==> src/hdl/haversine_distance_macros.svh <==
// Concurrent assertion helpers, clocked on aclk and idle during reset.
`ifndef HAVERSINE_DISTANCE_MACROS_SVH
`define HAVERSINE_DISTANCE_MACROS_SVH

// Same-cycle implication.
`define HVD_ASSERT(lbl, ante, cons, msg) \
    lbl: assert property (@(posedge aclk) disable iff (!aresetn) (ante) |-> (cons)) \
        else $error(msg);

// Next-cycle implication.
`define HVD_ASSERT_NEXT(lbl, ante, cons, msg) \
    lbl: assert property (@(posedge aclk) disable iff (!aresetn) (ante) |=> (cons)) \
        else $error(msg);

`endif

==> src/hdl/hvd_pkg.sv <==
package hvd_pkg;

    localparam int ANGLE_FRAC_BITS = 20;
    localparam int DIST_FRAC_BITS  = 16;

    localparam int LON_W  = 29;
    localparam int LAT_W  = 28;
    localparam int DIST_W = 31;

    localparam int Q_FRAC = 30;
    localparam int Q_W    = Q_FRAC + 1;
    localparam int ARG_W  = Q_FRAC + 1;
    localparam int RAD_W  = Q_FRAC + 2;
    localparam int SQ_W   = Q_FRAC + 2;

    localparam logic signed [LON_W-1:0] LON_LIM = LON_W'(180 <<< ANGLE_FRAC_BITS);
    localparam logic signed [LAT_W-1:0] LAT_LIM = LAT_W'(90 <<< ANGLE_FRAC_BITS);

    localparam int DEG_UP = (ANGLE_FRAC_BITS <= 24) ? 24 - ANGLE_FRAC_BITS : 0;
    localparam int DEG_DN = (ANGLE_FRAC_BITS > 24) ? ANGLE_FRAC_BITS - 24 : 0;
    localparam int DEG_W  = LON_W + 1 + DEG_UP;
    localparam logic [DEG_W-1:0] DEG_RND = DEG_W'((64'd1 << DEG_DN) >> 1);

    localparam logic [30:0] DEG2RAD_Q36 = 31'd1199381129;
    localparam int PROD_W = DEG_W + 31;

    localparam logic [Q_W-1:0]   ONE_Q30     = Q_W'(64'd1 << Q_FRAC);
    localparam logic [RAD_W-1:0] PI_Q30      = RAD_W'(64'd3373259426);
    localparam logic [ARG_W-1:0] HALF_PI_Q30 = ARG_W'(64'd1686629713);

    localparam int SIN_STEPS = 6;
    localparam int SIN_M_W   = 34;
    localparam int SIN_K [SIN_STEPS] = '{41, 40, 40, 39, 38, 36};
    localparam logic [SIN_M_W-1:0] SIN_M [SIN_STEPS] = '{
        SIN_M_W'(((64'd1 << 41) + 64'd155) / 64'd156),
        SIN_M_W'(((64'd1 << 40) + 64'd109) / 64'd110),
        SIN_M_W'(((64'd1 << 40) + 64'd71) / 64'd72),
        SIN_M_W'(((64'd1 << 39) + 64'd41) / 64'd42),
        SIN_M_W'(((64'd1 << 38) + 64'd19) / 64'd20),
        SIN_M_W'(((64'd1 << 36) + 64'd5) / 64'd6)
    };

    localparam int ISQRT_STEPS  = Q_FRAC + 1;
    localparam int CORDIC_STEPS = Q_FRAC + 1;
    localparam int CORDIC_W     = Q_FRAC + 4;
    localparam int ANGLE_ACC_W  = Q_FRAC + 3;

    // round(atan(2^-i) * 2^30)
    localparam logic [Q_FRAC-1:0] ATAN_Q30 [CORDIC_STEPS] = '{
        30'd843314857, 30'd497837829, 30'd263043837, 30'd133525159,
        30'd67021687,  30'd33543516,  30'd16775851,  30'd8388437,
        30'd4194283,   30'd2097149,   30'd1048576,   30'd524288,
        30'd262144,    30'd131072,    30'd65536,     30'd32768,
        30'd16384,     30'd8192,      30'd4096,      30'd2048,
        30'd1024,      30'd512,       30'd256,       30'd128,
        30'd64,        30'd32,        30'd16,        30'd8,
        30'd4,         30'd2,         30'd1
    };

    localparam int NUM_W = 48;
    localparam logic [16:0] DIAM_TENTHS = 17'd127456;
    localparam int DIST_DS = 31 - DIST_FRAC_BITS;
    localparam logic [NUM_W-1:0] DIST_HALF = NUM_W'(64'd5 << (30 - DIST_FRAC_BITS));
    localparam int DIST_QW = NUM_W + 1 - DIST_DS;
    localparam int DIST_RK = DIST_QW + 3;
    localparam int DIST_RW = DIST_RK - 2;
    localparam logic [DIST_RW-1:0] DIST_RECIP =
        DIST_RW'(((64'd1 << DIST_RK) + 64'd4) / 64'd5);
    localparam logic [DIST_W-1:0] DIST_MAX  = '1;
    localparam logic [DIST_W-1:0] DIST_HIGH = DIST_W'(64'd1312096256);

    typedef logic [Q_W-1:0]                q30_t;
    typedef logic [ARG_W-1:0]              arg_t;
    typedef logic signed [ANGLE_ACC_W-1:0] ang_t;

endpackage

==> src/hdl/hvd_isqrt.sv <==
module hvd_isqrt (
    input  logic          aclk,
    input  logic          aresetn,
    input  logic          en,
    input  logic          in_valid,
    input  hvd_pkg::q30_t val,
    output logic          out_valid,
    output hvd_pkg::q30_t root
);
    import hvd_pkg::*;

    localparam int N_W = Q_W + Q_FRAC;
    localparam int R_W = N_W + 1;

    logic           st_v [ISQRT_STEPS+1];
    logic [N_W-1:0] st_n [ISQRT_STEPS+1];
    logic [R_W-1:0] st_r [ISQRT_STEPS+1];

    assign st_v[0] = in_valid;
    assign st_n[0] = N_W'({val, {Q_FRAC{1'b0}}});
    assign st_r[0] = '0;

    for (genvar j = 0; j < ISQRT_STEPS; j++) begin : g_digit
        localparam logic [R_W-1:0] BIT = R_W'(1) << (2 * (ISQRT_STEPS - 1 - j));

        logic [R_W-1:0] trial;
        logic [N_W-1:0] n_next, n_reg;
        logic [R_W-1:0] r_next, r_reg;
        logic           v_reg;

        always_comb begin
            trial = st_r[j] + BIT;
            if (R_W'(st_n[j]) >= trial) begin
                n_next = N_W'(R_W'(st_n[j]) - trial);
                r_next = (st_r[j] >> 1) + BIT;
            end else begin
                n_next = st_n[j];
                r_next = st_r[j] >> 1;
            end
        end

        always_ff @(posedge aclk) begin
            if (!aresetn) begin
                v_reg <= 1'b0;
            end else if (en) begin
                v_reg <= st_v[j];
            end
        end

        always_ff @(posedge aclk) begin
            if (en) begin
                n_reg <= n_next;
                r_reg <= r_next;
            end
        end

        assign st_v[j+1] = v_reg;
        assign st_n[j+1] = n_reg;
        assign st_r[j+1] = r_reg;
    end

    assign out_valid = st_v[ISQRT_STEPS];
    assign root      = Q_W'(st_r[ISQRT_STEPS]);

endmodule

==> config.mk <==
export PLATFORM = sky130hd
export DESIGN_NAME = hvd_isqrt
export DESIGN_NICKNAME = d
export VERILOG_FILES = /design/src/hdl/haversine_distance_macros.svh /design/src/hdl/hvd_pkg.sv /design/src/hdl/hvd_isqrt.sv
export SDC_FILE = /design/constraint.sdc
export NUM_CORES = 2
export LEC_CHECK = 0
export BUFFER_PORTS_ARGS = -buffer_cell sky130_fd_sc_hd__clkbuf_2
export CAP_MARGIN = 20
export CORE_MARGIN = 2
export CORE_UTILIZATION = 40
export CTS_CLUSTER_DIAMETER = 80
export DETAILED_ROUTE_END_ITERATION = 16
export GPL_ROUTABILITY_DRIVEN = 0
export PLACE_DENSITY = 0.54
export REMOVE_ABC_BUFFERS = 1
export SYNTH_ARGS = -nofsm -noshare
export SYNTH_HDL_FRONTEND = slang
export SYNTH_SLANG_ARGS = --single-unit
==> constraint.sdc <==
create_clock -name aclk -period 4.5 [get_ports aclk]
set_input_delay 0.45 -clock aclk [delete_from_list [all_inputs] [get_ports aclk]]
set_output_delay 0.45 -clock aclk [all_outputs]
set_load 0.05 [all_outputs]
==> run summary <==
Finished Cell Area: 0.09859 sq mm
worst slack, placed: 0.4567 ns
Final Hold Viols: 0
CTS H-tree lvls: 4
PortBufs: 66
syn avg cell area: 11.45 sq um
Sink Count: 1653
Total Wirelength: 196600 microns
Finished Core Util: 45.00%
Clk Latency, worst-skew pair: 0.86 ns
CTS tree: done
number of iterations in the first detailed-routing pass: 6
family with the most delay on the worst path: simple AND/OR/NAND/NOR gates
buffer and inverter count on the worst path: 0
reg-to-reg endpoint: g_digit[29].n_reg[56]
DR WL/cell: 18.01 microns
via count: 57870
setup TNS: 0 ns
unrepaired setup endpoints after global routing: no
row cnt: 172
cell area after synthesis: 0.08784 sq mm
initial antenna violation count: 1
Hold Path Stages: 1
total gr overflow: 0
Final #Nets: 8435
WHS: 0.1669 ns
Seq/Total Area, Yosys: 56.15%
CP endpoint kind: flop
run status: finished, final reports clean
Core ar.: 0.2191 sq mm
clock skew: 0.07990 ns
I/O pin count: 67
highest-delay cell along the critical path: nor4b_1
Total Routing Usage GR: 17.43%
cts bufs inserted: 186
CP Class: reg -> reg
clk slew on worst S/H paths: 0.06 ns
worst hold path type: in -> reg
number of flops mapped to enable cells by yosys: 1622
Post-CTS Setup Inserts: 0
Largest register FFs: 1126
VDD IR-drop max: 0.4077 mV
Starting Density: 40.10%
clock root buffer: clkbuf_16
Vert. Die Dim: 472.6 microns
DP HPWL: 147200 microns
Die ar.: 0.2234 sq mm
Layout Cells excl Fill: 10920
Tightest Pin Transition: 1.073 ns
#FFs+latches synth: 1653
first-pass GRT wire length: 313600 microns
R2R depth: 11
placed inst area: 0.09209 sq mm
vias in the first global route: 57920
startpoint of the worst hold path: en
Synth async-reset ratio: 0%
Chip Width: 472.6 microns
Final period util: 90.44%
largest net degree at the start of global routing: 118
area grow syn2layout: 12.23%
Critical Path RT: 5.06 ns
Pwr Density: 498.4 mW/mm^2
total chip power: 49.14 mW
post-route antenna net violation count: 0
synth unique cells: 97
Startpoint Class: flop
f_max: 245.7 MHz
vias per cell: 5.302
CTS Buffer Depth: 3
Setup-failing EPs final: 0
Mapped Cells: 7674
setup ws final: 0.4304 ns
layout cell share with drive strength beyond 1: 6.912%
crit-path cells: ha_1 -> fa_1 -> a21oi_1 -> o211ai_1 -> nor4bb_1 -> nor4b_1 -> nor2_1 -> a21oi_1 -> nor2b_1 -> nor2b_1 -> xor2_1
R2R setup slack: 0.43 ns
Inst Count DP: 10540
min cycle time layout: 4.070 ns
starting DRC count in detailed routing: 4168
Final Slew Violations: 0
Endpoint, Worst Hold: g_digit[16].n_reg[54]
DRC: 0
r2r startpoint: g_digit[28].n_reg[4]
leakage: 37.46 nW
post-cts sizing count: 0
max_slew headroom: 28.26%
# Max-Cap Violations: 0
Synth Flop Type: edfxtp_1
crit path DAT: 4.63 ns
Filler Cell Count: 19990
Critical Path Fanout Max: 6
CP max stage delay: 0.77 ns
Ys Warns: 0
==> cells in the mapped netlist (all sizes together), types with 62 or more instances <==
cell / number / area share (%)
edfxtp: 1622 / 55
inv: 632 / 2.7
nand2: 601 / 2.6
nor2: 517 / 2.2
ha: 494 / 7.0
a21oi: 473 / 2.7
o21ai: 449 / 2.6
xnor2: 373 / 3.7
xor2: 358 / 3.6
nor3: 203 / 1.2
a21o: 193 / 1.6
nor4: 140 / 1.0
clkbuf: 130 / 0.56
nand3: 115 / 0.66
nor2b: 113 / 0.80
or3: 100 / 0.71
nand4: 90 / 0.64
nand2b: 82 / 0.58
o21a: 75 / 0.64
or4: 64 / 0.55
a211oi: 62 / 0.53
==> metal layers <==
| metal | part of all wire, % | global-route usage (%) |
|---|---|---|
| met3 | 3.4 | 2.253 |
| met4 | 3.3 | 6.361 |
| met1 | 44 | 22.03 |
| met2 | 49 | 30.47 |
| met5 | 0 | 0 |
==> timing repair <==
item,4_1_cts,5_1_grt
endpoints found under the setup margin,0,0
hold buffers,32,0
hold endpoints to repair,32,0
==> cell type report <==
cell class	count	area [sq um]	share of cell area, %
diodes	1	2.502	0.002538
flip-flops and latches	1653	49330	50.03
clock buffers	222	4800	4.868
well taps	2871	3592	3.644
repair buffers	185	1529	1.551
clock inverters	119	1376	1.396
multi-input cells	5231	35580	36.09
inverters	634	2380	2.414
==> kinds of logic (layout without fill, tap and decap cells) <==
family | Yosys count | after routing | synth area share, %
fa+ha+maj | 509 | 509 | 7.378
xor+xnor | 731 | 731 | 7.288
flops | 1653 | 1653 | 56.15
other cells | 1 | 2 | 0.004269
simple gates | 2238 | 2238 | 12.78
buf+inv | 790 | 1160 | 3.417
mux | 102 | 102 | 1.245
compound gates | 1650 | 1650 | 11.74
==> where the power goes <==
part / total [mW] / switching (mW) / internal [mW]
Sequential: 21.9 / 1.92 / 20.0
Clock: 15.1 / 6.39 / 8.68
Combinational: 12.1 / 7.08 / 5.04
==> cells in the final DEF, fill, tap and decap left out, types with 22 or more instances in the layout <==
cell type	netlist	final
edfxtp_1	1622	1622
inv_1	628	628
nand2_1	601	601
nor2_1	516	516
ha_1	494	494
a21oi_1	473	472
o21ai_0	448	448
xnor2_1	373	373
xor2_1	358	358
nor3_1	202	202
a21o_1	193	193
clkbuf_16	0	186
nor4_1	137	136
nand3_1	114	114
nor2b_1	113	112
or3_1	100	100
nand4_1	90	90
nand2b_1	82	82
o21a_1	75	75
buf_4	1	69
clkbuf_2	0	65
or4_1	63	63
a211oi_1	62	61
o21bai_1	60	60
mux2_2	58	58
o31ai_1	57	56
clkinv_1	2	47
mux2i_1	44	44
o211ai_1	43	43
or2_2	37	37
a31oi_1	36	36
clkbuf_1	130	35
dlygate4sd3_1	0	32
dfxtp_1	31	31
and3_1	29	29
a21boi_0	24	24
nor4b_1	23	23
clkinv_2	0	23
nor3b_1	22	22
and2_1	22	22
==> how the worst max path moves through the flow <==
| stage | startpoint | end | slack (ns) | depth (start not counted) |
|---|---|---|---|---|
| after global placement | g_digit[22].n_reg[16] | g_digit[23].n_reg[60] | 0.53 | 11 |
| after CTS | g_digit[28].n_reg[4] | g_digit[29].n_reg[56] | 0.41 | 11 |
| after detailed placement | g_digit[22].n_reg[16] | g_digit[23].n_reg[60] | 0.46 | 11 |
| after global routing | g_digit[28].n_reg[4] | g_digit[29].n_reg[56] | 0.12 | 11 |
| after floorplan | g_digit[20].n_reg[20] | g_digit[21].n_reg[54] | -0.67 | 11 |
| final | g_digit[28].n_reg[4] | g_digit[29].n_reg[56] | 0.43 | 11 |
No activity file was read; power rests on OpenSTA's default activity.
