[src/hdl/haversine_distance_macros.svh]
// Concurrent assertion helpers, clocked on aclk and idle during reset.
`ifndef HAVERSINE_DISTANCE_MACROS_SVH
`define HAVERSINE_DISTANCE_MACROS_SVH

// Same-cycle implication.
`define HVD_ASSERT(lbl, ante, cons, msg) \
    lbl: assert property (@(posedge aclk) disable iff (!aresetn) (ante) |-> (cons)) \
        else $error(msg);

// Next-cycle implication.
`define HVD_ASSERT_NEXT(lbl, ante, cons, msg) \
    lbl: assert property (@(posedge aclk) disable iff (!aresetn) (ante) |=> (cons)) \
        else $error(msg);

`endif

[src/hdl/hvd_pkg.sv]
package hvd_pkg;

    localparam int ANGLE_FRAC_BITS = 20;
    localparam int DIST_FRAC_BITS  = 16;

    localparam int LON_W  = 29;
    localparam int LAT_W  = 28;
    localparam int DIST_W = 31;

    localparam int Q_FRAC = 30;
    localparam int Q_W    = Q_FRAC + 1;
    localparam int ARG_W  = Q_FRAC + 1;
    localparam int RAD_W  = Q_FRAC + 2;
    localparam int SQ_W   = Q_FRAC + 2;

    localparam logic signed [LON_W-1:0] LON_LIM = LON_W'(180 <<< ANGLE_FRAC_BITS);
    localparam logic signed [LAT_W-1:0] LAT_LIM = LAT_W'(90 <<< ANGLE_FRAC_BITS);

    localparam int DEG_UP = (ANGLE_FRAC_BITS <= 24) ? 24 - ANGLE_FRAC_BITS : 0;
    localparam int DEG_DN = (ANGLE_FRAC_BITS > 24) ? ANGLE_FRAC_BITS - 24 : 0;
    localparam int DEG_W  = LON_W + 1 + DEG_UP;
    localparam logic [DEG_W-1:0] DEG_RND = DEG_W'((64'd1 << DEG_DN) >> 1);

    localparam logic [30:0] DEG2RAD_Q36 = 31'd1199381129;
    localparam int PROD_W = DEG_W + 31;

    localparam logic [Q_W-1:0]   ONE_Q30     = Q_W'(64'd1 << Q_FRAC);
    localparam logic [RAD_W-1:0] PI_Q30      = RAD_W'(64'd3373259426);
    localparam logic [ARG_W-1:0] HALF_PI_Q30 = ARG_W'(64'd1686629713);

    localparam int SIN_STEPS = 6;
    localparam int SIN_M_W   = 34;
    localparam int SIN_K [SIN_STEPS] = '{41, 40, 40, 39, 38, 36};
    localparam logic [SIN_M_W-1:0] SIN_M [SIN_STEPS] = '{
        SIN_M_W'(((64'd1 << 41) + 64'd155) / 64'd156),
        SIN_M_W'(((64'd1 << 40) + 64'd109) / 64'd110),
        SIN_M_W'(((64'd1 << 40) + 64'd71) / 64'd72),
        SIN_M_W'(((64'd1 << 39) + 64'd41) / 64'd42),
        SIN_M_W'(((64'd1 << 38) + 64'd19) / 64'd20),
        SIN_M_W'(((64'd1 << 36) + 64'd5) / 64'd6)
    };

    localparam int ISQRT_STEPS  = Q_FRAC + 1;
    localparam int CORDIC_STEPS = Q_FRAC + 1;
    localparam int CORDIC_W     = Q_FRAC + 4;
    localparam int ANGLE_ACC_W  = Q_FRAC + 3;

    // round(atan(2^-i) * 2^30)
    localparam logic [Q_FRAC-1:0] ATAN_Q30 [CORDIC_STEPS] = '{
        30'd843314857, 30'd497837829, 30'd263043837, 30'd133525159,
        30'd67021687,  30'd33543516,  30'd16775851,  30'd8388437,
        30'd4194283,   30'd2097149,   30'd1048576,   30'd524288,
        30'd262144,    30'd131072,    30'd65536,     30'd32768,
        30'd16384,     30'd8192,      30'd4096,      30'd2048,
        30'd1024,      30'd512,       30'd256,       30'd128,
        30'd64,        30'd32,        30'd16,        30'd8,
        30'd4,         30'd2,         30'd1
    };

    localparam int NUM_W = 48;
    localparam logic [16:0] DIAM_TENTHS = 17'd127456;
    localparam int DIST_DS = 31 - DIST_FRAC_BITS;
    localparam logic [NUM_W-1:0] DIST_HALF = NUM_W'(64'd5 << (30 - DIST_FRAC_BITS));
    localparam int DIST_QW = NUM_W + 1 - DIST_DS;
    localparam int DIST_RK = DIST_QW + 3;
    localparam int DIST_RW = DIST_RK - 2;
    localparam logic [DIST_RW-1:0] DIST_RECIP =
        DIST_RW'(((64'd1 << DIST_RK) + 64'd4) / 64'd5);
    localparam logic [DIST_W-1:0] DIST_MAX  = '1;
    localparam logic [DIST_W-1:0] DIST_HIGH = DIST_W'(64'd1312096256);

    typedef logic [Q_W-1:0]                q30_t;
    typedef logic [ARG_W-1:0]              arg_t;
    typedef logic signed [ANGLE_ACC_W-1:0] ang_t;

endpackage

[src/hdl/hvd_front.sv]
module hvd_front (
    input  logic                               aclk,
    input  logic                               aresetn,
    input  logic                               en,
    input  logic                               in_valid,
    input  logic signed [hvd_pkg::LON_W-1:0]   lon_first,
    input  logic signed [hvd_pkg::LAT_W-1:0]   lat_first,
    input  logic signed [hvd_pkg::LON_W-1:0]   lon_second,
    input  logic signed [hvd_pkg::LAT_W-1:0]   lat_second,
    output logic                               out_valid,
    output hvd_pkg::arg_t                      arg_dlat,
    output hvd_pkg::arg_t                      arg_dlon,
    output hvd_pkg::arg_t                      arg_cos_first,
    output hvd_pkg::arg_t                      arg_cos_second
);
    import hvd_pkg::*;

    localparam int LOND_W = LON_W + 1;
    localparam int LATD_W = LAT_W + 1;

    logic signed [LON_W-1:0]  lon1_c, lon2_c;
    logic signed [LAT_W-1:0]  lat1_c, lat2_c;
    logic signed [LATD_W-1:0] dlat;
    logic signed [LOND_W-1:0] dlon;

    logic [DEG_W-1:0]  dlat_deg_next, dlon_deg_next, lat1_deg_next, lat2_deg_next;
    logic [DEG_W-1:0]  dlat_deg_reg, dlon_deg_reg, lat1_deg_reg, lat2_deg_reg;
    logic [PROD_W-1:0] dlat_prod_next, dlon_prod_next, lat1_prod_next, lat2_prod_next;
    logic [PROD_W-1:0] dlat_prod_reg, dlon_prod_reg, lat1_prod_reg, lat2_prod_reg;
    logic [RAD_W-1:0]  hdlat, hdlon, rlat1, rlat2;
    arg_t              arg_dlat_next, arg_dlon_next, arg_c1_next, arg_c2_next;
    arg_t              arg_dlat_reg, arg_dlon_reg, arg_c1_reg, arg_c2_reg;
    logic              v1_reg, v2_reg, v3_reg;

    function automatic logic [DEG_W-1:0] to_deg(input logic signed [LOND_W-1:0] v);
        logic [LOND_W-1:0] m;
        logic [DEG_W:0]    s;
        m = v[LOND_W-1] ? LOND_W'(-v) : LOND_W'(v);
        s = ((DEG_W + 1)'(m) << DEG_UP) + (DEG_W + 1)'(DEG_RND);
        return DEG_W'(s >> DEG_DN);
    endfunction

    function automatic logic [RAD_W-1:0] to_rad(input logic [PROD_W-1:0] p, input int s);
        logic [PROD_W:0] t;
        t = (PROD_W + 1)'(p) + ((PROD_W + 1)'(1) << (s - 1));
        return RAD_W'(t >> s);
    endfunction

    function automatic arg_t fold(input logic [RAD_W-1:0] x);
        logic [RAD_W-1:0] xs;
        xs = (x > PI_Q30) ? PI_Q30 : x;
        return (xs > RAD_W'(HALF_PI_Q30)) ? ARG_W'(PI_Q30 - xs) : ARG_W'(xs);
    endfunction

    always_comb begin
        lon1_c = (lon_first > LON_LIM) ? LON_LIM :
                 (lon_first < -LON_LIM) ? -LON_LIM : lon_first;
        lon2_c = (lon_second > LON_LIM) ? LON_LIM :
                 (lon_second < -LON_LIM) ? -LON_LIM : lon_second;
        lat1_c = (lat_first > LAT_LIM) ? LAT_LIM :
                 (lat_first < -LAT_LIM) ? -LAT_LIM : lat_first;
        lat2_c = (lat_second > LAT_LIM) ? LAT_LIM :
                 (lat_second < -LAT_LIM) ? -LAT_LIM : lat_second;
        dlat = LATD_W'(lat2_c) - LATD_W'(lat1_c);
        dlon = LOND_W'(lon2_c) - LOND_W'(lon1_c);
        dlat_deg_next = to_deg(LOND_W'(dlat));
        dlon_deg_next = to_deg(dlon);
        lat1_deg_next = to_deg(LOND_W'(lat1_c));
        lat2_deg_next = to_deg(LOND_W'(lat2_c));
    end

    always_comb begin
        dlat_prod_next = PROD_W'(dlat_deg_reg) * PROD_W'(DEG2RAD_Q36);
        dlon_prod_next = PROD_W'(dlon_deg_reg) * PROD_W'(DEG2RAD_Q36);
        lat1_prod_next = PROD_W'(lat1_deg_reg) * PROD_W'(DEG2RAD_Q36);
        lat2_prod_next = PROD_W'(lat2_deg_reg) * PROD_W'(DEG2RAD_Q36);
    end

    always_comb begin
        hdlat = to_rad(dlat_prod_reg, Q_FRAC + 1);
        hdlon = to_rad(dlon_prod_reg, Q_FRAC + 1);
        rlat1 = to_rad(lat1_prod_reg, Q_FRAC);
        rlat2 = to_rad(lat2_prod_reg, Q_FRAC);
        arg_dlat_next = fold(hdlat);
        arg_dlon_next = fold(hdlon);
        arg_c1_next = (rlat1 < RAD_W'(HALF_PI_Q30)) ? ARG_W'(RAD_W'(HALF_PI_Q30) - rlat1) : '0;
        arg_c2_next = (rlat2 < RAD_W'(HALF_PI_Q30)) ? ARG_W'(RAD_W'(HALF_PI_Q30) - rlat2) : '0;
    end

    always_ff @(posedge aclk) begin
        if (!aresetn) begin
            v1_reg <= 1'b0;
            v2_reg <= 1'b0;
            v3_reg <= 1'b0;
        end else if (en) begin
            v1_reg <= in_valid;
            v2_reg <= v1_reg;
            v3_reg <= v2_reg;
        end
    end

    always_ff @(posedge aclk) begin
        if (en) begin
            dlat_deg_reg  <= dlat_deg_next;
            dlon_deg_reg  <= dlon_deg_next;
            lat1_deg_reg  <= lat1_deg_next;
            lat2_deg_reg  <= lat2_deg_next;
            dlat_prod_reg <= dlat_prod_next;
            dlon_prod_reg <= dlon_prod_next;
            lat1_prod_reg <= lat1_prod_next;
            lat2_prod_reg <= lat2_prod_next;
            arg_dlat_reg  <= arg_dlat_next;
            arg_dlon_reg  <= arg_dlon_next;
            arg_c1_reg    <= arg_c1_next;
            arg_c2_reg    <= arg_c2_next;
        end
    end

    assign out_valid      = v3_reg;
    assign arg_dlat       = arg_dlat_reg;
    assign arg_dlon       = arg_dlon_reg;
    assign arg_cos_first  = arg_c1_reg;
    assign arg_cos_second = arg_c2_reg;

endmodule

[config.mk]
export PLATFORM = sky130hd
export DESIGN_NAME = hvd_front
export DESIGN_NICKNAME = d
export VERILOG_FILES = /design/src/hdl/haversine_distance_macros.svh /design/src/hdl/hvd_pkg.sv /design/src/hdl/hvd_front.sv
export SDC_FILE = /design/constraint.sdc
export NUM_CORES = 2
export LEC_CHECK = 0
export BUFFER_PORTS_ARGS = -buffer_cell sky130_fd_sc_hd__buf_4
export CAP_MARGIN = 20
export CORE_ASPECT_RATIO = 1.4
export CORE_MARGIN = 3
export CORE_UTILIZATION = 40
export CTS_CLUSTER_SIZE = 30
export DETAILED_ROUTE_END_ITERATION = 10
export PLACE_DENSITY_LB_ADDON = 0.05
export SLEW_MARGIN = 10
export SYNTH_ARGS = -nofsm -noshare
export SYNTH_HDL_FRONTEND = slang
export SYNTH_SLANG_ARGS = --single-unit
[constraint.sdc]
create_clock -name aclk -period 9.63 [get_ports aclk]
set_input_delay 1.926 -clock aclk [delete_from_list [all_inputs] [get_ports aclk]]
set_output_delay 1.926 -clock aclk [all_outputs]
set_load 0.01 [all_outputs]
==> impl_metrics.ini <==
[status]
status = complete, no violations

[synth]
avgSynthCellArea_um2 = 9.98
yosys_warnings = 0
ys_seq_area_share_pct = 13.9
synth_enable_flop_cells = 376
syn_inst = 8186
synth_flop_cell = edfxtp_1
ys_ff_latch = 379
synth_cell_types = 111
syn_area_um2 = 81700
synth_top_cell_by_area = fa_1
synthArstFlopShare_pct = 0
synth_area_leaders = fa_1 32%, ha_1 22%, edfxtp_1 14%, inv_1 9.6%, xnor2_1 2.9%
synth_top_area_share_pct = 32.3

[global_routing]
grt_start_max_net_pins = 136
gr-total-overflow = 0
grt.total_usage_pct = 22.6
grt_pass1_wl_um = 366000
grt_pass1_vias = 62198
antenna_found_initial = 2

[timing]
fin_skew_ps = 54.3
tns_ps = 0
final_max_slew_viol_count = 0
setup_viol = 0
finalCritPeriodShare_pct = 92.1
worstMarginPinSlew_ps = 1080
fmax_mhz = 113
fin_crit_ps = 8870
rsz0062_at_grt = false
slew_headroom_pct = 28.2
hold_viol = 0

[floorplan]
dieArea_um2 = 210000
rows = 195
die_x_um = 388
start_util_pct = 40.4
dieHeight_um = 541
ios = 243
core-area_um2 = 202000

[clocking]
cts.path.max_buffers = 3
clk_root_buffer_cell = clkbuf_16
clkTransAtPathRegs_ps = 60
htree_levels = 2
cts-buffers-inserted = 49
tritoncts = done
clkLatencyLatePin_ps = 680
cts_hold_buf = 0
postCtsResizedCells = 0
cts_setup_buffers = 0
clock_sinks = 379

[critical_path]
worstPathArrival_ps = 9290
cp-start-kind = flip-flop
crit_path_start = dlat_deg_reg[9]$_DFFE_PP_
critPathMaxFanout = 6
r2r-start = dlat_deg_reg[9]$_DFFE_PP_
required_ps = 10060
path_class = flip-flop to flip-flop
worstSetupEndpointType = flip-flop

[placement]
dp_cells = 11032
gp_congestion = 0.916
port_buffers = 242
dpl.hpwl_um = 205000

[cells_and_area]
syn2layout_area_growth_pct = 8.21
multi_input_area_um2 = 62000
fin_nets = 11281
n_fill_cell = 19793
drive_gt1_share_pct = 5.60
register_area_um2 = 11400
fin_util_pct = 43.7
final_cells = 11122

[route]
drc = 0
routedWlPerCell_um = 21.0
via_per_inst = 5.07
drt_wl_total_um = 234000
drtPass1Iterations = 5
ant_nets = 0
drtIter0Drc = 2388
vias = 56361

[worst_hold_path]
hold_path_class = flip-flop to flip-flop
min_from = v2_reg$_SDFFE_PN0P_

[flow_run]
maxCapViolCount = 0
logic make-up after synthesis:
family                   share of synthesized area (%)
adder cells (fa/ha/maj)                           54.0
buffers and inverters                             10.2
AND/OR/NAND/NOR                                   9.20
AO/OA/AOI/OAI                                     7.72
XOR/XNOR                                          4.76
flip-flops                                        13.9
multiplexers                                     0.161
other                                          0.00459
Yosys cell counts (78+ instances only):
| cell | n |
|---|---|
| a21o_1 | 99 |
| a21oi_1 | 266 |
| edfxtp_1 | 376 |
| fa_1 | 1318 |
| ha_1 | 1420 |
| inv_1 | 2083 |
| nand2_1 | 280 |
| nand3_1 | 128 |
| nand4_1 | 78 |
| nor2_1 | 383 |
| nor3_1 | 116 |
| o21ai_0 | 189 |
| xnor2_1 | 272 |
| xor2_1 | 170 |
per-stage QoR:
stage	hold WS [ps]	instance area, µm²	setup slack, ps
3_3_place_gp	506	86800	718
4_1_cts	521	88400	591
5_1_grt	541	88400	209
6_report	518	88400	764
2_1_floorplan	482	81700	1270
3_5_place_dp	502	86800	589
worst paths after layout:
path | slack, ps | endpoint | cells after the start
worst max register to register | 760 | dlat_prod_reg[58]$_DFFE_PP_ | 27
worst min register to register | 520 | v2_reg$_SDFFE_PN0P_ | 2
worst min-delay path | 520 | v2_reg$_SDFFE_PN0P_ | 2
worst max-delay path | 760 | dlat_prod_reg[58]$_DFFE_PP_ | 27
cell type report:
cell class,count,share of cell area [%]
clock inverters,33,0.398
well taps,2659,3.76
repair buffers,297,2.56
clock buffers,55,1.44
multi-input cells,5613,70.2
inverters,2085,8.85
flip-flops and latches,379,12.8
diodes,1,0.00283
placed cells by master, fill, tap and decap left out, types with 16 or more instances in the layout:
cell       netlist  routed
nor2_1         383     382
o211ai_1        23      23
and2_1          66      66
buf_4            9     293
or2_2           33      33
nand3_1        128     128
inv_1         2083    2083
o21ai_0        189     189
xor2_1         170     170
o21a_1          52      52
a21oi_1        266     266
fa_1          1318    1318
ha_1          1420    1420
or4_1           16      16
a211oi_1        34      34
nand2b_1        44      44
edfxtp_1       376     376
and3_1          68      68
clkbuf_16        0      50
a21o_1          99      99
o21bai_1        17      17
nor4_1          56      56
nor2b_1         48      48
o31ai_1         36      36
nand4_1         78      78
nor3_1         116     116
xnor2_1        272     272
a31oi_1         41      41
nand2_1        280     280
o22ai_1         22      22
or3_1           25      25
critical path, stage by stage, from the launching register on:
cell and delay (ps):
edfxtp_1 570, inv_1 200, fa_1 600, inv_1 110, ha_1 290, inv_1 80
fa_1 470, fa_1 570, inv_1 70, fa_1 520, fa_1 460, fa_1 570
inv_1 60, fa_1 500, inv_1 50, ha_1 300, a21oi_1 150, nor2_1 60
a211oi_1 380, o2111ai_1 530, a31o_2 420, a31oi_1 280, o21ai_0 270, a221oi_1 470
o21ba_2 210, o21ai_0 120, a21oi_1 210, xnor2_1 80
per-layer routing:
| layer | wire length [µm] | vias to the layer above | global-route usage, % |
|---|---|---|---|
| met5 | 19 | - | 0 |
| met1 | 94900 | 28262 | 26.9 |
| met3 | 4950 | 254 | 1.49 |
| li1 | - | 26971 | - |
| met4 | 8670 | 2 | 7.43 |
| met2 | 125000 | 872 | 43.0 |
Power is left out: the tool's default activity adds up to more than one toggle a clock period on the data nets, which glitch-free logic cannot reach.
